==> config.mk <==
export PLATFORM = sky130hd
export DESIGN_NAME = sleep_timer_wakeup_table_unit
export DESIGN_NICKNAME = d
export VERILOG_FILES = /design/src/sv/stwt_pkg.sv /design/src/sv/stwt_ctrl.sv /design/src/sv/stwt_dp.sv /design/src/sv/sleep_timer_wakeup_table_unit.sv
export SDC_FILE = /design/constraint.sdc
export NUM_CORES = 1
export LEC_CHECK = 0
export ABC_AREA = 1
export BUFFER_PORTS_ARGS = -buffer_cell sky130_fd_sc_hd__buf_2
export CORE_ASPECT_RATIO = 2
export CORE_MARGIN = 10
export CORE_UTILIZATION = 35
export DETAILED_ROUTE_END_ITERATION = 6
export RECOVER_POWER = 25
export SLEW_MARGIN = 0
export SYNTH_ARGS = -nofsm -noshare
export SYNTH_HDL_FRONTEND = slang
export SYNTH_SLANG_ARGS = --single-unit
==> constraint.sdc <==
create_clock -name i_clk -period 5.71 [get_ports i_clk]
set_input_delay 1.142 -clock i_clk [delete_from_list [all_inputs] [get_ports i_clk]]
set_output_delay 1.142 -clock i_clk [all_outputs]
set_load 0.02 [all_outputs]
==> src/sv/stwt_pkg.sv <==
`default_nettype none
package stwt_pkg;

    localparam int SLOTS          = 16;
    localparam int THREAD_ID_BITS = 8;

    localparam int SLOT_IDX_BITS  = (SLOTS > 1) ? $clog2(SLOTS) : 1;
    localparam int SCAN_CNT_BITS  = $clog2(SLOTS + 1);

    localparam int TICK_BITS  = 32;
    localparam int DELAY_BITS = 24;
    localparam int ID_BITS    = 8;
    localparam int KIND_BITS  = 2;

    localparam logic       OP_SLEEP    = 1'b0;
    localparam logic       OP_TICK     = 1'b1;

    localparam logic [1:0] KIND_ACK    = 2'd0;
    localparam logic [1:0] KIND_WAKE   = 2'd1;
    localparam logic [1:0] KIND_STATUS = 2'd2;

    // controller -> datapath commands
    typedef struct packed {
        logic                     sleep;
        logic                     tick;
        logic                     rd_en;
        logic [SLOT_IDX_BITS-1:0] rd_addr;
        logic                     chk_en;
        logic [SLOT_IDX_BITS-1:0] chk_addr;
        logic                     status;
    } t_dp_cmd;

endpackage
`default_nettype wire

==> src/sv/stwt_ctrl.sv <==
`default_nettype none
module stwt_ctrl
    import stwt_pkg::*;
(
    input  wire logic i_clk,
    input  wire logic i_rst_n,
    input  wire logic i_start,
    input  wire logic i_op,
    output t_dp_cmd   o_cmd,
    output logic      o_busy
);

    typedef enum logic [1:0] {
        S_IDLE,
        S_SCAN,
        S_STATUS
    } t_state;

    t_state                   r_state, n_state;
    logic [SCAN_CNT_BITS-1:0] r_idx, n_idx;
    logic [SCAN_CNT_BITS-1:0] idx_m1;
    logic                     accept;

    assign o_busy = (r_state != S_IDLE);
    assign accept = i_start && !o_busy;
    assign idx_m1 = r_idx - SCAN_CNT_BITS'(1);

    always_comb begin
        n_state = r_state;
        n_idx   = r_idx;
        unique case (r_state)
            S_IDLE: begin
                if (accept && (i_op == OP_TICK)) begin
                    n_state = S_SCAN;
                    n_idx   = '0;
                end
            end
            S_SCAN: begin
                if (r_idx == SCAN_CNT_BITS'(SLOTS)) begin
                    n_state = S_STATUS;
                end else begin
                    n_idx = r_idx + SCAN_CNT_BITS'(1);
                end
            end
            S_STATUS: begin
                n_state = S_IDLE;
            end
            default: begin
                n_state = S_IDLE;
            end
        endcase
    end

    always_ff @(posedge i_clk) begin
        if (!i_rst_n) begin
            r_state <= S_IDLE;
            r_idx   <= '0;
        end else begin
            r_state <= n_state;
            r_idx   <= n_idx;
        end
    end

    // read slot k while checking slot k-1
    always_comb begin
        o_cmd.sleep    = accept && (i_op == OP_SLEEP);
        o_cmd.tick     = accept && (i_op == OP_TICK);
        o_cmd.rd_en    = (r_state == S_SCAN) && (r_idx != SCAN_CNT_BITS'(SLOTS));
        o_cmd.rd_addr  = r_idx[SLOT_IDX_BITS-1:0];
        o_cmd.chk_en   = (r_state == S_SCAN) && (r_idx != '0);
        o_cmd.chk_addr = idx_m1[SLOT_IDX_BITS-1:0];
        o_cmd.status   = (r_state == S_STATUS);
    end

    a_tick_goes_busy: assert property (@(posedge i_clk) disable iff (!i_rst_n)
        (accept && (i_op == OP_TICK)) |=> (r_state == S_SCAN) && (r_idx == '0))
        else $error("tick accepted but scan did not start");

    a_idx_bound: assert property (@(posedge i_clk) disable iff (!i_rst_n)
        r_idx <= SCAN_CNT_BITS'(SLOTS))
        else $error("scan index past table");

    a_status_ends: assert property (@(posedge i_clk) disable iff (!i_rst_n)
        (r_state == S_STATUS) |=> !o_busy)
        else $error("still busy after status");

endmodule
`default_nettype wire

==> src/sv/stwt_dp.sv <==
`default_nettype none
module stwt_dp
    import stwt_pkg::*;
(
    input  wire logic                  i_clk,
    input  wire logic                  i_rst_n,
    input  wire t_dp_cmd               i_cmd,
    input  wire logic [ID_BITS-1:0]    i_thread_id,
    input  wire logic [DELAY_BITS-1:0] i_delay,
    input  wire logic                  i_cpu_idle,
    input  wire logic                  i_future_pending,
    input  wire logic                  i_cfg_we,
    input  wire logic                  i_cfg_data,
    output logic                       o_strobe,
    output logic [KIND_BITS-1:0]       o_kind,
    output logic [ID_BITS-1:0]         o_woken_id,
    output logic                       o_table_full,
    output logic                       o_yield_request,
    output logic                       o_timer_off,
    output logic                       o_last
);

    logic [TICK_BITS-1:0]      mem_dl  [SLOTS];
    logic [THREAD_ID_BITS-1:0] mem_tid [SLOTS];

    logic [SLOTS-1:0]          r_valid;
    logic [TICK_BITS-1:0]      r_tick;
    logic                      r_pe;
    logic                      r_idle, r_fpend, r_woken;
    logic [TICK_BITS-1:0]      r_rd_dl;
    logic [THREAD_ID_BITS-1:0] r_rd_tid;

    logic                      r_strobe, n_strobe;
    logic [KIND_BITS-1:0]      r_kind, n_kind;
    logic [ID_BITS-1:0]        r_id, n_id;
    logic                      r_full, n_full;
    logic                      r_yield, n_yield;
    logic                      r_off, n_off;
    logic                      r_last, n_last;

    logic [SLOT_IDX_BITS-1:0]  free_idx;
    logic                      free_found;
    logic [TICK_BITS-1:0]      diff;
    logic                      wake;
    logic                      quiet;

    // lowest free slot
    always_comb begin
        free_idx   = '0;
        free_found = 1'b0;
        for (int i = SLOTS - 1; i >= 0; i--) begin
            if (!r_valid[i]) begin
                free_idx   = SLOT_IDX_BITS'(i);
                free_found = 1'b1;
            end
        end
    end

    assign diff  = r_tick - r_rd_dl;
    assign wake  = i_cmd.chk_en && r_valid[i_cmd.chk_addr] && !diff[TICK_BITS-1];
    assign quiet = r_idle && !r_woken && (r_valid == '0);

    always_ff @(posedge i_clk) begin
        if (i_cmd.sleep && free_found) begin
            mem_dl[free_idx]  <= r_tick + TICK_BITS'(i_delay);
            mem_tid[free_idx] <= THREAD_ID_BITS'(i_thread_id);
        end
        if (i_cmd.rd_en) begin
            r_rd_dl  <= mem_dl[i_cmd.rd_addr];
            r_rd_tid <= mem_tid[i_cmd.rd_addr];
        end
    end

    always_comb begin
        n_strobe = 1'b0;
        n_kind   = KIND_ACK;
        n_id     = '0;
        n_full   = 1'b0;
        n_yield  = 1'b0;
        n_off    = 1'b0;
        n_last   = 1'b0;
        if (i_cmd.sleep) begin
            n_strobe = 1'b1;
            n_full   = !free_found;
            n_last   = 1'b1;
        end else if (wake) begin
            n_strobe = 1'b1;
            n_kind   = KIND_WAKE;
            n_id     = ID_BITS'(r_rd_tid);
        end else if (i_cmd.status) begin
            n_strobe = 1'b1;
            n_kind   = KIND_STATUS;
            n_yield  = !quiet && r_pe;
            n_off    = quiet && !r_fpend;
            n_last   = 1'b1;
        end
    end

    always_ff @(posedge i_clk) begin
        if (!i_rst_n) begin
            r_valid  <= '0;
            r_tick   <= '0;
            r_pe     <= 1'b1;
            r_woken  <= 1'b0;
            r_strobe <= 1'b0;
        end else begin
            r_strobe <= n_strobe;
            if (i_cfg_we) begin
                r_pe <= i_cfg_data;
            end
            if (i_cmd.sleep && free_found) begin
                r_valid[free_idx] <= 1'b1;
            end
            if (i_cmd.tick) begin
                r_tick  <= r_tick + TICK_BITS'(1);
                r_woken <= 1'b0;
            end
            if (wake) begin
                r_valid[i_cmd.chk_addr] <= 1'b0;
                r_woken                 <= 1'b1;
            end
        end
    end

    always_ff @(posedge i_clk) begin
        if (i_cmd.tick) begin
            r_idle  <= i_cpu_idle;
            r_fpend <= i_future_pending;
        end
        r_kind  <= n_kind;
        r_id    <= n_id;
        r_full  <= n_full;
        r_yield <= n_yield;
        r_off   <= n_off;
        r_last  <= n_last;
    end

    assign o_strobe        = r_strobe;
    assign o_kind          = r_kind;
    assign o_woken_id      = r_id;
    assign o_table_full    = r_full;
    assign o_yield_request = r_yield;
    assign o_timer_off     = r_off;
    assign o_last          = r_last;

    a_wake_not_last: assert property (@(posedge i_clk) disable iff (!i_rst_n)
        (r_strobe && (r_kind == KIND_WAKE)) |-> !r_last)
        else $error("wake item flagged last");

    a_status_emits: assert property (@(posedge i_clk) disable iff (!i_rst_n)
        i_cmd.status |=> r_strobe && r_last && (r_kind == KIND_STATUS))
        else $error("status item missing");

    a_no_flags_on_wake: assert property (@(posedge i_clk) disable iff (!i_rst_n)
        (r_strobe && (r_kind == KIND_WAKE)) |-> !r_full && !r_yield && !r_off)
        else $error("status flags on wake item");

endmodule
`default_nettype wire

==> src/sv/sleep_timer_wakeup_table_unit.sv <==
`default_nettype none
// Channel   | Direction | Handshake                       | Payload
// ----------+-----------+---------------------------------+-----------------------------------
// command   | in        | start, busy (take: start&!busy) | i_op, i_thread_id, i_delay,
//           |           |                                 | i_cpu_idle, i_future_pending
// result    | out       | o_strobe (one cycle, no stall)  | o_kind, o_woken_id, o_table_full,
//           |           |                                 | o_yield_request, o_timer_off, o_last
// config    | in        | i_cfg_valid, o_cfg_ready        | i_cfg_data (preempt enable)
//
// A sleep item is taken when offered: its acknowledge shows on the next cycle and busy
// never rises, so sleep items can come back to back.
// A tick item holds busy for the scan and the status step: the slot table has one
// read port, so the scan reads one slot per cycle while comparing the previous one, and a
// final step builds the status item. Wake items come out in slot order during the scan.
// Reset (synchronous, active low) clears the tick count, empties the table and sets
// preempt enable. Results are never held off: each is on the ports for one cycle only.
// Register writes wait (o_cfg_ready low) while a tick is being scanned.
module sleep_timer_wakeup_table_unit
    import stwt_pkg::*;
(
    input  wire logic                  i_clk,
    input  wire logic                  i_rst_n,
    // command item
    input  wire logic                  start,
    output logic                       busy,
    input  wire logic                  i_op,
    input  wire logic [ID_BITS-1:0]    i_thread_id,
    input  wire logic [DELAY_BITS-1:0] i_delay,
    input  wire logic                  i_cpu_idle,
    input  wire logic                  i_future_pending,
    // result items
    output logic                       o_strobe,
    output logic [KIND_BITS-1:0]       o_kind,
    output logic [ID_BITS-1:0]         o_woken_id,
    output logic                       o_table_full,
    output logic                       o_yield_request,
    output logic                       o_timer_off,
    output logic                       o_last,
    // configuration
    input  wire logic                  i_cfg_valid,
    output logic                       o_cfg_ready,
    input  wire logic                  i_cfg_data
);

    t_dp_cmd cmd;

    // preempt enable only changes between ticks
    assign o_cfg_ready = !busy;

    stwt_ctrl u_ctrl (
        .i_clk   (i_clk),
        .i_rst_n (i_rst_n),
        .i_start (start),
        .i_op    (i_op),
        .o_cmd   (cmd),
        .o_busy  (busy)
    );

    stwt_dp u_dp (
        .i_clk            (i_clk),
        .i_rst_n          (i_rst_n),
        .i_cmd            (cmd),
        .i_thread_id      (i_thread_id),
        .i_delay          (i_delay),
        .i_cpu_idle       (i_cpu_idle),
        .i_future_pending (i_future_pending),
        .i_cfg_we         (i_cfg_valid && o_cfg_ready),
        .i_cfg_data       (i_cfg_data),
        .o_strobe         (o_strobe),
        .o_kind           (o_kind),
        .o_woken_id       (o_woken_id),
        .o_table_full     (o_table_full),
        .o_yield_request  (o_yield_request),
        .o_timer_off      (o_timer_off),
        .o_last           (o_last)
    );

endmodule
`default_nettype wire
==> results.cfg, run 1 <==
[run_status]
status = complete, but fails checks
violations = max-capacitance violations, max-slew violations

[power_and_ir_drop]
cellPowerDensity_mw_per_mm2 = 308.3
max-vdd-ir-drop_mv = 0.2241
total_power_uw = 10780
leakage_uw = 0.01193

[critical_path]
timing.critical_path.fanout_max = 16
crit_path_frequent_cell = sky130_fd_sc_hd__a21oi_1
rr_worst_depth = 10
worst_setup_path_startpoint = i_delay[0]
critPathKind = input pin to flip-flop
crit_path_max_delay_cell_type = sky130_fd_sc_hd__xnor2_1
crit_end = u_dp.mem_dl[12][18]
timing.rr.end = u_dp.mem_dl[12][18]
cp_data_arrival_time_ps = 4300
worst_ep_required_time_ps = 5970
slowest_delay_ps = 900
setup.worst_path.start_class = input pin
r2r_start = u_dp.r_tick[0]
setup.worst_path.end_class = flip-flop
crit_path_cell_trace = buf_2 > ha_1 > inv_1 > fa_1 > o21ai_0 > a21oi_1 > o21ai_2 > a21oi_1 > o21ai_0 > a21oi_1 > xnor2_1
worst-r2r-setup-slack_ps = 1830

[clock_tree]
worst_skew_pair.late_latency_ps = 630
cts_setup_buffers = 0
cts_hold_buffers = 0
clkSinkCount = 754
clock_path_buffers = 3
worst_setup_hold_path_clk_slew_ps = 70
post_cts_resize_count = 0
cts_buffers = 58
tritoncts = built
h-tree-depth = 2
cts.root.buffer_cell = sky130_fd_sc_hd__clkbuf_16

[routing]
routed_wire_per_std_cell_um = 22.50
routed-via-count = 21210
drc_violations_left = 0
drt-pass1-iter-count = 5
detailedRoute.firstIterationViolations = 1725
vias_per_cell = 5.371
ant_nets = 0
totalWireLength_um = 88830

[timing]
rsz0062_at_grt = no
fmax_mhz = 247.9
final-max-slew-violation-count = 104
final.setup_skew_ps = 13.46
finalSetupTns_ps = 0
slew_headroom_pct = -29.92
setup_viol_count_final = 0
finalCritPeriodShare_pct = 70.64
slew_at_the_pin_with_the_worst_max_slew_slack_ps = 1949
layout_min_cycle_time_ps = 4034
report.final.hold_viol_count = 0

[global_routing]
grt_pass1_vias = 20930
overall_routing_resource_usage_pct = 16.71
antenna_found_initial = 6
global_route_wire_length_before_repair_um = 130400
grt_start_max_net_pins = 171
grt.overflow.total = 0

[synth]
synth.distinct_cells = 50
synth_top_cells_by_area = sky130_fd_sc_hd__edfxtp_1 65%, sky130_fd_sc_hd__o21ai_0 5.9%, sky130_fd_sc_hd__nor2_1 4.9%, sky130_fd_sc_hd__dfxtp_1 4.6%, sky130_fd_sc_hd__nand2_1 3.8%
synth_nets = 2789
synth.avg_cell_area_um2 = 11.72
synth.ff_latch_count = 754
syn-instance-count = 2688
synth_top_cell_area_share_pct = 65.00
post-synth-top-area-cell = sky130_fd_sc_hd__edfxtp_1
post_synth_instance_area_mm2 = 0.03151
yosysWarningCount = 0
synth-seq-area-share_pct = 69.58

[worst_hold_path]
hold-path-cell-count = 1
holdCritPathClass = flip-flop to flip-flop

[layout]
design.final.nets = 2821
synthToLayoutAreaGrowth_pct = 10.98
fraction_of_layout_cells_with_a_size_suffix_above_1_pct = 7.653

[placement]
port_buffers = 56
globalplace.congestion = 0.9104
dpl.hpwl_um = 51610

[floorplan]
die_width_um = 232.2
fp.dieArea_mm2 = 0.1031
floorplan.core_area_mm2 = 0.08921
die_height_um = 444.3
initial_core_util_pct = 35.32
floorplan.io_pins = 57
rows = 155

[flow_run]
max_cap_viols = 2
[worst min-delay path by stage]
stage,startpoint,to,slack (ps)
final,u_dp.r_fpend,u_dp.o_timer_off,410
after detailed placement,u_dp.r_fpend,u_dp.o_timer_off,400
after global placement,u_dp.r_fpend,u_dp.o_timer_off,400
after global routing,u_dp.r_fpend,u_dp.o_timer_off,440
after floorplan,u_dp.r_fpend,u_dp.o_timer_off,390
after CTS,u_dp.r_fpend,u_dp.o_timer_off,410
[cell usage after synthesis (all sizes together)]
cell	instances
nand4	69
nor3b	2
edfxtp	682
nand3b	3
o22ai	160
dfxtp	72
a21o	3
a21oi	88
inv	151
xor2	27
a22oi	1
nor4	12
o21ai	379
buf	23
o211ai	3
and3	1
or4	1
a31oi	5
a21boi	1
xnor2	16
clkbuf	114
fa	1
ha	60
nor3	24
nand3	46
nor2	418
nand2	319
o21bai	1
clkinv	1
o21ba	1
o21a	4
[layout by cell type, fill, tap and decap left out, types with 3 or more instances in the layout]
cell type,Yosys,layout
sky130_fd_sc_hd__clkbuf_1,114,47
sky130_fd_sc_hd__o21a_1,4,4
sky130_fd_sc_hd__ha_1,60,60
sky130_fd_sc_hd__inv_2,4,18
sky130_fd_sc_hd__edfxtp_1,682,682
sky130_fd_sc_hd__buf_4,0,46
sky130_fd_sc_hd__nand4_1,68,69
sky130_fd_sc_hd__xnor2_1,16,15
sky130_fd_sc_hd__clkbuf_16,0,59
sky130_fd_sc_hd__nand3_1,43,45
sky130_fd_sc_hd__nor2_1,414,412
sky130_fd_sc_hd__o21ai_0,371,375
sky130_fd_sc_hd__dfxtp_1,72,70
sky130_fd_sc_hd__nor4_1,9,11
sky130_fd_sc_hd__nor2_4,4,6
sky130_fd_sc_hd__clkinv_2,1,11
sky130_fd_sc_hd__xor2_1,26,26
sky130_fd_sc_hd__o22ai_1,160,160
sky130_fd_sc_hd__clkinvlp_4,0,4
sky130_fd_sc_hd__o211ai_1,3,3
sky130_fd_sc_hd__nor3_1,19,22
sky130_fd_sc_hd__inv_1,145,131
sky130_fd_sc_hd__a21oi_1,87,87
sky130_fd_sc_hd__clkinv_4,0,5
sky130_fd_sc_hd__a21o_1,3,3
sky130_fd_sc_hd__nand2_1,316,317
sky130_fd_sc_hd__clkbuf_8,0,5
sky130_fd_sc_hd__bufinv_16,0,4
sky130_fd_sc_hd__buf_2,14,29
sky130_fd_sc_hd__a31oi_1,4,4
sky130_fd_sc_hd__o21ai_1,7,3
[power breakdown]
part | internal, µW | switching (µW)
clock | 2170 | 1950
sequential | 6060 | 28.6
combinational | 155 | 419
[worst max-delay path: cells and delay by family]
kind	cells	cell delay, ps
compound gates	6	1510
xor+xnor	1	900
fa+ha+maj	2	590
buf+inv	2	150
[metal layers]
| metal | up-vias | track usage, % | part of all wire (%) |
|---|---|---|---|
| li1 | 9730 | - | - |
| met5 | - | 0 | 0.053 |
| met3 | 215 | 1.804 | 5.0 |
| met4 | 8 | 8.471 | 5.2 |
| met1 | 10550 | 19.24 | 38 |
| met2 | 699 | 29.99 | 51 |
[registers in the layout, summed over array words and instances (netlist names), 2 cells and up]
| signal | cells |
|---|---|
| u_ctrl.r_idx | 5 |
| u_ctrl.r_state | 2 |
| u_dp.mem_dl | 512 |
| u_dp.mem_tid | 128 |
| u_dp.o_kind | 2 |
| u_dp.o_woken_id | 8 |
| u_dp.r_rd_dl | 32 |
| u_dp.r_rd_tid | 8 |
| u_dp.r_tick | 32 |
| u_dp.r_valid | 16 |
[cell families after synthesis]
family / Yosys count / synth area share (%)
adders and majority gates: 61 / 2.446
buffers and inverters: 289 / 3.566
and+or+nand+nor: 895 / 12.11
AOI/OAI and AO/OA: 646 / 11.08
xor gates and xnor gates: 43 / 1.219
DFF: 754 / 69.58
[area by class of cell]
cell class                 count  area (µm²)
clock buffer                  80        1605
inverter                     152       581.8
fill                        8598       54250
tap                         1177        1473
multi-input combinational   1645        8423
sequential                   754       21930
antenna                        1       2.502
timing repair buffer         109       651.9
clock inverter                30       299.0
[per-stage QoR]
step / util [%] / instances / setup WS [ps] / hold WS [ps] / area, µm²
2_1_floorplan: - / 2688 / 633.5 / 390.1 / 31510
3_3_place_gp: 37.20 / 3837 / 1323 / 396.8 / 33190
3_5_place_dp: 37.20 / 3837 / 1235 / 401.1 / 33190
4_1_cts: 39.34 / 3947 / 1867 / 410.8 / 35090
5_1_grt: 39.19 / 3948 / 1354 / 435.7 / 34960
6_report: 39.19 / 3948 / 1676 / 408.7 / 34960
Power figures use the tool's default switching activity.
==> inputs of run 2 (changes only) <==
Settings changed: ABC_AREA 1 to 0.
Clock period 5.71 ns to 3.7 ns, I/O delays scaled along.
==> results.cfg, run 2 <==
[synth]
synth_top_cell_area_share_pct = 66.29
ys_top_cells_by_count = 682 x sky130_fd_sc_hd__edfxtp_1, 204 x sky130_fd_sc_hd__mux4_2, 72 x sky130_fd_sc_hd__dfxtp_1
synthMuxAreaShare_pct = 14.87
synth_adder_area_share_pct = 2.495
synth.most_common_cell = sky130_fd_sc_hd__edfxtp_1
post-synth-top-area-cell = sky130_fd_sc_hd__edfxtp_1
synth.ff_latch_count = 754
synth_edf_count = 682
synth_nets = 1737
yosysWarningCount = 0
synth.distinct_cells = 65
ys_flop_type = sky130_fd_sc_hd__edfxtp_1
synth-seq-area-share_pct = 70.95
post_synth_instance_area_mm2 = 0.03090
synth_compound_gate_area_share_pct = 3.900
combinational_family_with_the_most_area_after_synthesis = multiplexers
fraction_of_synthesized_cell_area_in_xor_and_xnor_cells_pct = 1.587
asyncSetResetFlopFracSynth_pct = 0
synth.avg_cell_area_um2 = 18.89
synth_simple_gate_area_share_pct = 4.467
syn-instance-count = 1636
synth_top_cells_by_area = sky130_fd_sc_hd__edfxtp_1 66%, sky130_fd_sc_hd__mux4_2 15%, sky130_fd_sc_hd__dfxtp_1 4.7%, sky130_fd_sc_hd__ha_1 2.4%, sky130_fd_sc_hd__xnor2_1 1.1%

[timing]
fmax_mhz = 288.0
fin_hold_ws_ps = 301.2
slew_headroom_pct = -27.43
slew_at_the_pin_with_the_worst_max_slew_slack_ps = 1911
rsz0062_at_grt = no
final-max-slew-violation-count = 133
layout_min_cycle_time_ps = 3472
final.setup_skew_ps = 22.48
setup_viol_count_final = 0
report.final.hold_viol_count = 0
finalCritPeriodShare_pct = 93.84

[routing]
totalWireLength_um = 76030
top_layer_used = met5
wirelength_met1_um = 28090
routed-via-count = 15940
ant_nets = 0
drc_violations_left = 0
wl_met3_um = 3104
vias_per_cell = 5.296
detailroute.wirelength.met2_um = 42270
routed_wire_per_std_cell_um = 25.26
drt-pass1-iter-count = 5
detailedRoute.firstIterationViolations = 1086

[power_and_ir_drop]
cellPowerDensity_mw_per_mm2 = 470.8
pwr-share-seq_pct = 55.6
clock_power_share_pct = 40.5
max-vdd-ir-drop_mv = 0.4436
leakage_uw = 0.01155
power.internal_uw = 13390
power_frac_comb_pct = 3.8
total_switching_power_uw = 3421
switching_share_pct = 20.35

[global_routing]
grt_pass1_vias = 16960
global_route_wire_length_before_repair_um = 113100
antenna_found_initial = 7
grt.overflow.total = 0
grt_start_max_net_pins = 139
overall_routing_resource_usage_pct = 14.97

[clock_tree]
h-tree-depth = 2
post_cts_resize_count = 0
worst_setup_hold_path_clk_slew_ps = 70
clkSinkCount = 754
cts_hold_buffers = 0
cts.root.buffer_cell = sky130_fd_sc_hd__clkbuf_16
cts_setup_buffers = 0
tritoncts = built
worst_skew_pair.late_latency_ps = 630
clock_path_buffers = 3
cts_buffers = 59

[critical_path]
rr_worst_depth = 5
worst-r2r-setup-slack_ps = 230
timing.critical_path.fanout_max = 21
crit_path_max_delay_cell_type = sky130_fd_sc_hd__nor2_1
slowest_delay_ps = 1250
worst_setup_path_startpoint = u_ctrl.r_state[1]
timing.rr.end = u_dp.mem_dl[1][18]
setup.worst_path.end_class = flip-flop
setup.worst_path.start_class = flip-flop
worst-path-buf-inv = 2
r2r_start = u_ctrl.r_state[1]
timing.critical_path.depth = 5
cp_top_family = simple AND/OR/NAND/NOR gates
worst_ep_required_time_ps = 3950
cp_data_arrival_time_ps = 3730
crit_path_cell_trace = nor4b_1 > clkbuf_1 > nand2_1 > nor2_1 > clkbuf_4
critPathKind = flip-flop to flip-flop

[worst_hold_path]
hold-path-cell-count = 1
hold-path-endpoint = u_dp.r_idle
hold_path.startpoint = i_cpu_idle
holdCritPathClass = input pin to flip-flop

[floorplan]
floorplan.core_area_mm2 = 0.08786
fp.dieArea_mm2 = 0.1013
rows = 154
die_height_um = 440.2
initial_core_util_pct = 35.16
floorplan.io_pins = 57
die_width_um = 230.1

[flow_run]
max_cap_viols = 4

[layout]
top_regs = u_dp.mem_dl: 512 flops, u_dp.mem_tid: 128 flops
layout_commonest_cell = sky130_fd_sc_hd__edfxtp_1
final_util_pct = 40.65
largest_register = u_dp.mem_dl
layout.cells.most_common_list = 682 x sky130_fd_sc_hd__edfxtp_1, 204 x sky130_fd_sc_hd__mux4_2, 69 x sky130_fd_sc_hd__dfxtp_1, 60 x sky130_fd_sc_hd__ha_1
design.final.nets = 1889
largest_reg_flops = 512
synthToLayoutAreaGrowth_pct = 15.60
fraction_of_layout_cells_with_a_size_suffix_above_1_pct = 24.70

[run_status]
violations = max-capacitance violations, max-slew violations
status = complete, but fails checks

[placement]
dpl.hpwl_um = 47540
globalplace.congestion = 0.9007
port_buffers = 56
run 2: area by class of cell:
| type | count | area, µm² |
|---|---|---|
| inverters | 60 | 225.2 |
| multi-input cells | 754 | 8583 |
| well taps | 1170 | 1464 |
| clock buffers | 81 | 1609 |
| repair buffers | 159 | 1439 |
| diodes | 2 | 5.005 |
| fillers | 7893 | 52150 |
| clock inverters | 30 | 460.4 |
| flip-flops and latches | 754 | 21930 |
run 2: through the flow:
step / total power, µW / std cells / setup TNS (ps) / worst slack (ps) / instance area, µm²
after CTS: 17000 / 3008 / 0 / 36.90 / 35850
final: 16810 / 3010 / 0 / 228.0 / 35720
after detailed placement: 10220 / 2897 / -36100 / -368.2 / 33780
after floorplan: 9976 / 1636 / -2172 / -43.26 / 30950
after global placement: 10200 / 2897 / -24270 / -300.5 / 33780
after global routing: 17340 / 3010 / 0 / 20.94 / 35720
run 2: logic make-up (layout without fill, tap and decap cells):
kind of cell / count (synthesis) / count (layout)
simple gates: 250 / 250
other cells: 0 / 2
compound gates: 183 / 183
xor+xnor: 56 / 56
buf+inv: 128 / 330
fa+ha+maj: 61 / 61
mux: 204 / 204
flops: 754 / 754
run 2: power by group through the flow:
stage	Combinational, µW	Sequential [µW]	Clock [µW]
finish	645	9360	6810
global route	708	9360	7280
CTS	674	9350	6970
detailed placement	674	9550	0
global placement	657	9540	0
floorplan	439	9540	0
run 2: how the worst max path moves through the flow:
stage                                endpoint  slack, ps
after floorplan            u_dp.mem_dl[14][0]        -40
after global placement    u_dp.mem_dl[12][28]       -300
after detailed placement   u_dp.mem_dl[1][22]       -370
after CTS                 u_dp.mem_dl[14][28]         40
after global routing       u_dp.mem_dl[8][18]         20
final                      u_dp.mem_dl[1][18]        230
run 2: metal layers:
metal / up-vias / GRT usage, %
li1: 6960 / -
met1: 8436 / 16.83
met4: 10 / 5.365
met3: 142 / 1.944
met5: - / 0
met2: 392 / 28.32
